$ cat config.mk
export PLATFORM = sky130hd
export DESIGN_NAME = byte_recurrence_checksum
export DESIGN_NICKNAME = d
export VERILOG_FILES = /design/src/sv/brc_pkg.sv /design/src/sv/byte_recurrence_checksum.sv /design/src/sv/brc_term.sv /design/src/sv/brc_state.sv
export VERILOG_INCLUDE_DIRS = /design/src /design/src/sv
export SDC_FILE = /design/constraint.sdc
export NUM_CORES = 1
export LEC_CHECK = 0
export ABC_AREA = 0
export ABC_CLOCK_PERIOD_IN_PS = 21000
export BUFFER_PORTS_ARGS = -buffer_cell sky130_fd_sc_hd__buf_2
export CORE_MARGIN = 5
export CORE_UTILIZATION = 65
export DETAILED_ROUTE_END_ITERATION = 7
export GPL_ROUTABILITY_DRIVEN = 0
export HOLD_SLACK_MARGIN = 0.12
export PLACE_DENSITY = 0.82
export SLEW_MARGIN = 20
export SYNTH_ARGS = -nofsm -noshare
export SYNTH_HDL_FRONTEND = slang
export SYNTH_SLANG_ARGS = --single-unit
$ cat constraint.sdc
create_clock -name clk -period 21 [get_ports clk]
set_input_delay 1.05 -clock clk [delete_from_list [all_inputs] [get_ports clk]]
set_output_delay 1.05 -clock clk [all_outputs]
set_load 0.02 [all_outputs]
$ cat src/sv/byte_recurrence_checksum_defines.svh
// Assertion macros shared by the checksum RTL.
// Each macro samples on clk and is disabled while rst is high.
`ifndef BYTE_RECURRENCE_CHECKSUM_DEFINES_SVH
`define BYTE_RECURRENCE_CHECKSUM_DEFINES_SVH

`ifndef SYNTHESIS
// Same-cycle implication
`define BRC_ASSERT_NOW(lbl, ante, cons, msg) \
  lbl: assert property (@(posedge clk) disable iff (rst) (ante) |-> (cons)) \
    else $error(msg);
// Next-cycle implication
`define BRC_ASSERT_NEXT(lbl, ante, cons, msg) \
  lbl: assert property (@(posedge clk) disable iff (rst) (ante) |=> (cons)) \
    else $error(msg);
`else
`define BRC_ASSERT_NOW(lbl, ante, cons, msg)
`define BRC_ASSERT_NEXT(lbl, ante, cons, msg)
`endif

`endif

$ cat src/sv/brc_pkg.sv
package brc_pkg;

  // Recurrence constants
  localparam logic [15:0] FIRST_OFFSET = 16'd7;
  localparam logic [7:0]  ALPHA_MUL    = 8'd17;
  localparam logic [7:0]  BETA_MUL     = 8'd31;
  localparam logic [15:0] CK_MOD       = 16'd65535;
  // 256 * 65535: a multiple of the modulus above any beta*older product
  localparam logic [25:0] MOD_BIAS     = 26'd16776960;
  localparam logic [15:0] OLDER_INIT   = 16'd1;

  // One byte step handed from the input stage to the recurrence state
  typedef struct packed {
    logic       fire;
    logic       last;
    logic [7:0] data_byte;
  } step_t;

endpackage

$ cat src/sv/byte_recurrence_checksum.sv
// Channel   Signals                             Beat
// -------   ----------------------------------  -----------------------------
// input     in_valid, in_ready, data_byte, last one message byte
// output    out_valid, out_ready, checksum      checksum after the final byte
//
// One byte per cycle sustained unless a final byte waits on a stalled checksum.
// An advancing byte updates the recurrence and, if final, registers its checksum;
// the term update (two products and a mod-65535 fold) is combinational.
// rst (synchronous) clears both stage valids and restarts the message.
// A final byte waits in the input register only while checksum is stalled;
// other bytes never wait on the output side.
module byte_recurrence_checksum import brc_pkg::*; (
  input  logic        clk,
  input  logic        rst,
  input  logic        in_valid,
  output logic        in_ready,
  input  logic [7:0]  data_byte,
  input  logic        last,
  output logic        out_valid,
  input  logic        out_ready,
  output logic [15:0] checksum
);

  `include "byte_recurrence_checksum_defines.svh"

  logic        in_reg_valid;
  logic [7:0]  byte_reg;
  logic        last_reg;
  logic        advance;
  step_t       step;
  logic [15:0] newest_next;

  // Held byte moves on unless it is final and the result slot is busy
  assign advance  = in_reg_valid && (!last_reg || !out_valid || out_ready);
  assign in_ready = !in_reg_valid || advance;

  // Input register
  always_ff @(posedge clk) begin
    if (rst) begin
      in_reg_valid <= 1'b0;
    end else if (in_ready) begin
      in_reg_valid <= in_valid;
    end
  end

  always_ff @(posedge clk) begin
    if (in_valid && in_ready) begin
      byte_reg <= data_byte;
      last_reg <= last;
    end
  end

  assign step.fire      = advance;
  assign step.last      = last_reg;
  assign step.data_byte = byte_reg;

  brc_state u_state (
    .clk         (clk),
    .rst         (rst),
    .step        (step),
    .newest_next (newest_next)
  );

  // Result register
  always_ff @(posedge clk) begin
    if (rst) begin
      out_valid <= 1'b0;
    end else if (advance && last_reg) begin
      out_valid <= 1'b1;
    end else if (out_ready) begin
      out_valid <= 1'b0;
    end
  end

  always_ff @(posedge clk) begin
    if (advance && last_reg) begin
      checksum <= newest_next;
    end
  end

  `BRC_ASSERT_NEXT(a_result_follows, advance && last_reg, out_valid, "no checksum after final byte")
  `BRC_ASSERT_NOW(a_no_overwrite, advance && last_reg, !out_valid || out_ready, "pending checksum overwritten")
  `BRC_ASSERT_NOW(a_sum_range, out_valid, checksum != CK_MOD, "checksum out of range")

endmodule

$ cat src/sv/brc_term.sv
module brc_term import brc_pkg::*; (
  input  logic [7:0]  data_byte,
  input  logic [7:0]  position,
  input  logic [15:0] older_term,
  input  logic [15:0] newest_term,
  output logic [15:0] term
);

  logic [7:0]  alpha;
  logic [7:0]  beta;
  logic [8:0]  weight;
  logic [24:0] prod_a;
  logic [23:0] prod_b;
  logic        neg;
  logic [25:0] biased;
  logic [16:0] fold;
  logic [16:0] fold_sub;

  // Position weights, mod 256 by truncation
  assign alpha  = position * ALPHA_MUL;
  assign beta   = position * BETA_MUL;
  assign weight = {1'b0, data_byte} + {1'b0, alpha};

  // Two products
  assign prod_a = {16'b0, weight} * {9'b0, newest_term};
  assign prod_b = {16'b0, beta} * {8'b0, older_term};

  // Negative difference d = prod_a - prod_b takes one extra: (d + 1) mod 65535
  assign neg    = prod_a < {1'b0, prod_b};
  assign biased = {1'b0, prod_a} + MOD_BIAS - {2'b0, prod_b} + {25'b0, neg};

  // Fold mod 65535: 2^16 == 1, then one conditional subtract
  assign fold     = {7'b0, biased[25:16]} + {1'b0, biased[15:0]};
  assign fold_sub = fold - {1'b0, CK_MOD};
  assign term     = (fold >= {1'b0, CK_MOD}) ? fold_sub[15:0] : fold[15:0];

endmodule

$ cat src/sv/brc_state.sv
module brc_state import brc_pkg::*; (
  input  logic        clk,
  input  logic        rst,
  input  step_t       step,
  output logic [15:0] newest_next
);

  `include "byte_recurrence_checksum_defines.svh"

  logic        first_pending;
  logic [7:0]  position;
  logic [15:0] older_term;
  logic [15:0] newest_term;
  logic [15:0] term;

  brc_term u_term (
    .data_byte   (step.data_byte),
    .position    (position),
    .older_term  (older_term),
    .newest_term (newest_term),
    .term        (term)
  );

  // New newest term for this beat
  assign newest_next = first_pending ? ({8'b0, step.data_byte} + FIRST_OFFSET) : term;

  // Recurrence state; restarts after the final byte
  always_ff @(posedge clk) begin
    if (rst) begin
      first_pending <= 1'b1;
      position      <= 8'd0;
      older_term    <= OLDER_INIT;
      newest_term   <= 16'd0;
    end else if (step.fire) begin
      if (step.last) begin
        first_pending <= 1'b1;
        position      <= 8'd0;
        older_term    <= OLDER_INIT;
        newest_term   <= 16'd0;
      end else if (first_pending) begin
        first_pending <= 1'b0;
        position      <= 8'd1;
        older_term    <= OLDER_INIT;
        newest_term   <= newest_next;
      end else begin
        position      <= position + 8'd1;
        older_term    <= newest_term;
        newest_term   <= newest_next;
      end
    end
  end

  `BRC_ASSERT_NEXT(a_restart, step.fire && step.last, first_pending && position == 8'd0 && older_term == OLDER_INIT, "state not restarted after final byte")
  `BRC_ASSERT_NEXT(a_first_done, step.fire && !step.last && first_pending, !first_pending && position == 8'd1, "first byte did not start recurrence")
  `BRC_ASSERT_NOW(a_term_range, !first_pending, newest_term != CK_MOD && older_term != CK_MOD, "recurrence term out of range")

endmodule
==> out/metrics.yaml, run 1 <==
status: "finished, final reports clean"
relSlewSlack_pct: 28.15
cts_resized: 0
dpl.hpwl_um: 31830
die_w_um: 162.4
tightest_slew_ns: 1.073
fin_area_um2: 15820
first_global_vias: 12900
wl_um: 39400
cp_max_fo: 25
synthCells: 1763
initial_utilization_pct: 66.28
synth_nets: 2165
wl_per_cell_um: 18.98
layout_top_registers: "checksum x16, u_state.newest_term x16, u_state.older_term x16"
ys_seq_elements: 68
synth_edf_count: 25
cts_hold_buf: 0
ctsLongestPathBuffers: 2
slew_violations: 0
worst_path_max_delay_cell: "dfxtp_1"
hold_start: "u_state.position[7]$_SDFFE_PP0P_"
grt_max_degree: 42
area_growth_pct: 4.798
cts_made_buffers: 9
syn_avg_cell_area_um2: 8.563
route.detailed.drc: 0
ys_seq_area_share_pct: 10.67
cts_tree: "built"
fin_crit_ns: 16.19
yosysWarningCount: 0
rows: 55
cts_root_buf: "clkbuf_16"
core_area_um2: 22780
drt-initial-drc-count: 982
cp_slowest_stage_delay_ns: 0.95
synth_area_leaders: "fa_1 27%, ha_1 16%, inv_1 8.1%"
antenna_found_initial: 0
crit_top_cell: "fa_1"
hold_class: "reg -> reg"
timing.final.crit_share_pct: 77.11
vias: 12430
nets: 2160
synth_ff_type: "dfxtp_1"
busiest_layer: "met2"
gr-usage-met2_pct: 50.34
postCtsSetupRepairBufs: 0
grt_util_met1_pct: 41.15
cts.reportedPaths.clkPinSlew_ns: 0.07
critPathLaunchType: "register"
syn_area_um2: 15100
dieArea_um2: 26370
cp_top_family: "adder cells"
r2r-start: "u_state.position[0]$_SDFFE_PP0P_"
grt_overflow: 0
critPathBufInv: 5
synthArstFlopShare_pct: 0
crit_type: "reg -> reg"
place_area_um2: 15510
layout-drive-gt1-share_pct: 4.991
die_height_um: 162.4
vias_per_cell: 5.987
clkLatencyLatePin_ns: 0.35
arrival_ns: 16.27
postRouteAntennaNets: 0
fin_util_pct: 69.46
crit_start: "u_state.position[0]$_SDFFE_PP0P_"
yosys.area.top_type: "fa_1"
ios: 31
antenna_cells: 0
maxCapViolCount: 0
ys_types: 81
grt_pass1_wl_um: 65180
skew_ns: 0.02068
yosys.area.top_type_share_pct: 26.65
grt.total_usage_pct: 30.80
hold_ws_ns: 0.5921
hold_viol_final: 0
rsz0062_at_grt: "false"
worst_setup_path_end_kind: "register"
clkSinkCount: 68
port_buffers: 30
dr.pass1.iters: 5
h-tree-depth: 3
max_clock_freq_ghz: 0.06175
grt_use_met3_pct: 5.973
critPathRequiredTime_ns: 21.07
setup_tns_ns: 0
setup_violations: 0
-- worst register-to-register path, delay by kind of cell (launching register included) --
kind            cells  cell delay [ns]
compound gates     24             4.90
xor+xnor            4             0.81
fa+ha+maj          14             5.77
buf+inv             5             0.26
flops               1             0.95
simple gates       10             3.23
-- placed cells by master, fill, tap and decap left out, types with 9 or more instances in the layout --
master / instances
a21o_1: 25
a21oi_1: 62
a22oi_1: 20
a31oi_1: 9
and2_1: 137
and3_1: 11
buf_2: 30
buf_4: 10
clkbuf_16: 9
dfxtp_1: 43
edfxtp_1: 25
fa_1: 201
ha_1: 188
inv_1: 324
nand2_1: 175
nand2b_1: 17
nand3_1: 22
nor2_1: 84
nor2b_1: 27
nor3_1: 28
o21ai_0: 26
o21ai_1: 9
o21bai_1: 16
o31ai_1: 9
or3_1: 17
xnor2_1: 73
xor2_1: 32
-- logic make-up after synthesis --
family                   after synthesis  synth area share (%)
XOR/XNOR                             107                 6.257
buffers and inverters                381                 9.490
AO/OA/AOI/OAI                        255                 12.01
AND/OR/NAND/NOR                      554                 18.72
multiplexers                           9                0.6133
adder cells (fa/ha/maj)              389                 42.23
flip-flops                            68                 10.67
-- cells in the mapped netlist, types with 11 or more instances --
cell,count
inv_1,324
fa_1,201
ha_1,188
nand2_1,175
and2_1,137
nor2_1,86
xnor2_1,74
a21oi_1,62
clkbuf_1,52
dfxtp_1,43
xor2_1,32
nor3_1,28
nor2b_1,27
o21ai_0,26
a21o_1,25
edfxtp_1,25
nand3_1,22
a22oi_1,20
nand2b_1,17
or3_1,17
o21bai_1,16
and3_1,11
-- layout make-up --
class / count / area (um2)
multi-input combinational: 1314 / 12070
fill: 1755 / 6957
sequential: 68 / 1612
inverter: 325 / 1220
tap: 313 / 391.6
clock buffer: 9 / 225.2
timing repair buffer: 40 / 225.2
clock inverter: 7 / 82.58
-- per-stage QoR --
step / instances / worst slack, ns
after floorplan: 1763 / 6.664
after global placement: 2060 / 5.087
after detailed placement: 2060 / 4.939
after CTS: 2076 / 4.913
after global routing: 2076 / 3.867
final: 2076 / 4.807
-- per-layer routing --
metal	wire length, um	share of wire, %
met1	16050	41
met4	1553	3.9
met3	3446	8.7
met2	18350	47
met5	0	0
-- worst paths after layout --
kind                                                         end  slack, ns  cells after the start
worst max-delay path                       checksum[7]$_DFFE_PP_       4.81                     57
worst min-delay path            u_state.position[7]$_SDFFE_PP0P_       0.59                      2
worst max register to register             checksum[7]$_DFFE_PP_       4.81                     57
worst min register to register  u_state.position[7]$_SDFFE_PP0P_       0.59                      2
Power of run 1 is left out: the tool's default activity adds up to more than one toggle a clock period on the data nets, which glitch-free logic cannot reach.
==> inputs of run 2 (changes only) <==
- ABC_AREA: 0 -> 1
- ABC_CLOCK_PERIOD_IN_PS: 21000 -> 15900
- clock period: 21 -> 15.9 ns (I/O delays scaled with it)
==> run 2 against run 1 <==
Against the previous run:
- hold slack lost 0.068 ns
- setup slack lost 3.4 ns
- register-to-register slack worse by 3.4 ns
- global-route usage fell by 0.88 points
- area after synthesis shrank 1.9%
- critical path depth up 15
- count of clock-buffer cells in the layout stayed put
- critical endpoint is now checksum[4]$_DFFE_PP_
- cell count is 8.8% higher
- via count rose by 2.9%
==> out/metrics.yaml, run 2 <==
crit_top_cell: "nand2_1"
layout_top_registers: "checksum x16, u_state.newest_term x16, u_state.older_term x16"
die_w_um: 160.9  # -0.90%
wl_met2_um: 18270  # -0.45%
h-tree-depth: 3  # unchanged
wl_per_cell_um: 16.69  # -12%
cp_slowest_stage_delay_ns: 0.61  # -0.34 ns
nets: 2371  # +9.8%
rsz0062_at_grt: "false"
port_buffers: 30  # unchanged
maxCapViolCount: 0  # unchanged
relSlewSlack_pct: 41.20  # +13 points
grt_pass1_wl_um: 62770  # -3.7%
crit_type: "reg -> reg"
critPathLaunchType: "register"
area_growth_pct: 4.174
wl_met3_um: 3119  # -9.5%
ff2ff_path_depth: 72  # +26%
layout_common_cells: "466 x inv_1, 409 x nand2_1, 201 x fa_1"
synth_area_leaders: "fa_1 27%, ha_1 16%, inv_1 12%"
layout-drive-gt1-share_pct: 5.218  # +0.23 points
setup_violations: 0  # unchanged
synth_edf_count: 25  # unchanged
skew_ns: 0.01313  # -0.007543 ns
cts.reportedPaths.clkPinSlew_ns: 0.07  # about the same
clkLatencyLatePin_ns: 0.34  # about the same
die_height_um: 160.9  # -0.90%
yosysMostFrequentCell: "inv_1"
critPathRequiredTime_ns: 16.00  # -5.07 ns
timing.final.crit_share_pct: 90.87  # +14 points
antenna_found_initial: 0  # unchanged
postCtsSetupRepairBufs: 0  # unchanged
ctsLongestPathBuffers: 2  # unchanged
dieArea_um2: 25900  # -1.8%
r2r_setup_slack_ns: 1.45  # -3.35 ns
yosysWarningCount: 0  # unchanged
rows: 55  # unchanged
yosys.area.top_type: "fa_1"
r2r-start: "u_state.position[0]$_SDFFE_PP0P_"
crit_path_end: "checksum[4]$_DFFE_PP_"
max_clock_freq_ghz: 0.06921  # +12%
cts_tree: "built"
dr.max_layer_used: "met4"
cts_root_buf: "clkbuf_16"
ys_top_cells_by_count: "466 x inv_1, 409 x nand2_1, 201 x fa_1, 188 x ha_1, 156 x nor2_1"
arrival_ns: 14.55  # -1.72 ns
first_global_vias: 13240  # +2.6%
crit_start: "u_state.position[0]$_SDFFE_PP0P_"
synth_ff_type: "dfxtp_1"
ios: 31  # unchanged
antenna_cells: 0  # unchanged
postRouteAntennaNets: 0  # unchanged
hold_depth: 1  # -1
synthCells: 1978  # +12%
grt_overflow: 0  # unchanged
rr_endpoint: "checksum[4]$_DFFE_PP_"
drt-initial-drc-count: 1019  # +3.8%
grt.total_usage_pct: 29.92  # -0.88 points
slew_violations: 0  # unchanged
tightest_slew_ns: 0.8821  # -0.1907 ns
worst_setup_path_end_kind: "register"
ys_types: 48  # -41%
cts_resized: 0  # unchanged
clkSinkCount: 68  # unchanged
cts_made_buffers: 9  # unchanged
ys_seq_elements: 68  # unchanged
cts_hold_buf: 0  # unchanged
dr.pass1.iters: 6  # +1
vias: 12790  # +2.9%
dpl.hpwl_um: 31210  # -1.9%
grt_max_degree: 36  # -14%
hold_class: "reg -> reg"
initial_utilization_pct: 65.61  # -0.67 points
ys_seq_area_share_pct: 10.88  # +0.21 points
hold_ws_ns: 0.5241  # -0.06798 ns
layout_commonest_cell: "inv_1"
met1Wirelength_um: 14560  # -9.2%
setup_tns_ns: 0  # unchanged
vias_per_cell: 5.661  # -5.4%
syn_area_um2: 14810  # -1.9%
hold_viol_final: 0  # unchanged
synthArstFlopShare_pct: 0  # unchanged
status: "finished, final reports clean"
yosys.area.top_type_share_pct: 27.17  # +0.52 points
route.detailed.drc: 0  # unchanged
synth_nets: 2380  # +9.9%
fin_crit_ns: 14.45  # -1.746 ns
core_area_um2: 22570  # -0.91%
worst_path_max_delay_cell: "ha_1"
syn_avg_cell_area_um2: 7.487  # -13%
wl_um: 37710  # -4.3%
cp_max_fo: 20  # -20%
## run 2: logic make-up after synthesis
group           count (synthesis)  synth area share [%]
xor+xnor                       84                 5.171
simple gates                  713                 20.03
compound gates                190                 7.207
flops                          68                 10.88
buf+inv                       534                 13.65
fa+ha+maj                     389                 43.06
## run 2: layout make-up
class,instances,area (um2)
well taps,285,356.6
fillers,1830,7144
multi-input cells,1376,11180
inverters,481,1805
clock inverters,7,80.08
repair buffers,33,172.7
flip-flops and latches,68,1612
clock buffers,9,225.2
## run 2: how the worst min path moves through the flow
stage / from / end / slack (ns)
finish: u_state.position[7]$_SDFFE_PP0P_ / u_state.position[7]$_SDFFE_PP0P_ / 0.52
global route: u_state.position[7]$_SDFFE_PP0P_ / u_state.position[7]$_SDFFE_PP0P_ / 0.57
CTS: u_state.position[7]$_SDFFE_PP0P_ / u_state.position[7]$_SDFFE_PP0P_ / 0.51
detailed placement: u_state.position[7]$_SDFFE_PP0P_ / u_state.position[7]$_SDFFE_PP0P_ / 0.49
global placement: u_state.position[7]$_SDFFE_PP0P_ / u_state.position[7]$_SDFFE_PP0P_ / 0.49
floorplan: u_state.newest_term[13]$_SDFFE_PP0P_ / u_state.older_term[13]$_SDFFE_PP0P_ / 0.44
## run 2: per-layer routing
layer,track usage [%],vias up
met4,12.68,0
li1,-,5962
met1,37.20,6072
met3,4.593,159
met2,52.01,595
met5,0,-
## run 2: per-stage QoR
step                utilization (%)  worst slack [ns]  instance area (um2)  std cells
finish                        68.35             1.452                15430       2259
global route                  68.35            0.3078                15430       2259
CTS                           68.35             1.628                15430       2259
detailed placement            67.00             1.657                15120       2243
global placement              67.00             2.233                15120       2243
floorplan                         -             3.474                14810       1978
## run 2: critical path: cells and delay by family (launching register included)
kind                       cells  cell delay, ns
AOI/OAI and AO/OA             15            2.77
xor gates and xnor gates       3            0.89
buffers and inverters         10            1.06
and+or+nand+nor               31            3.65
DFF                            1            0.56
adders and majority gates     13            5.27
Power of run 2 is left out for the same reason.
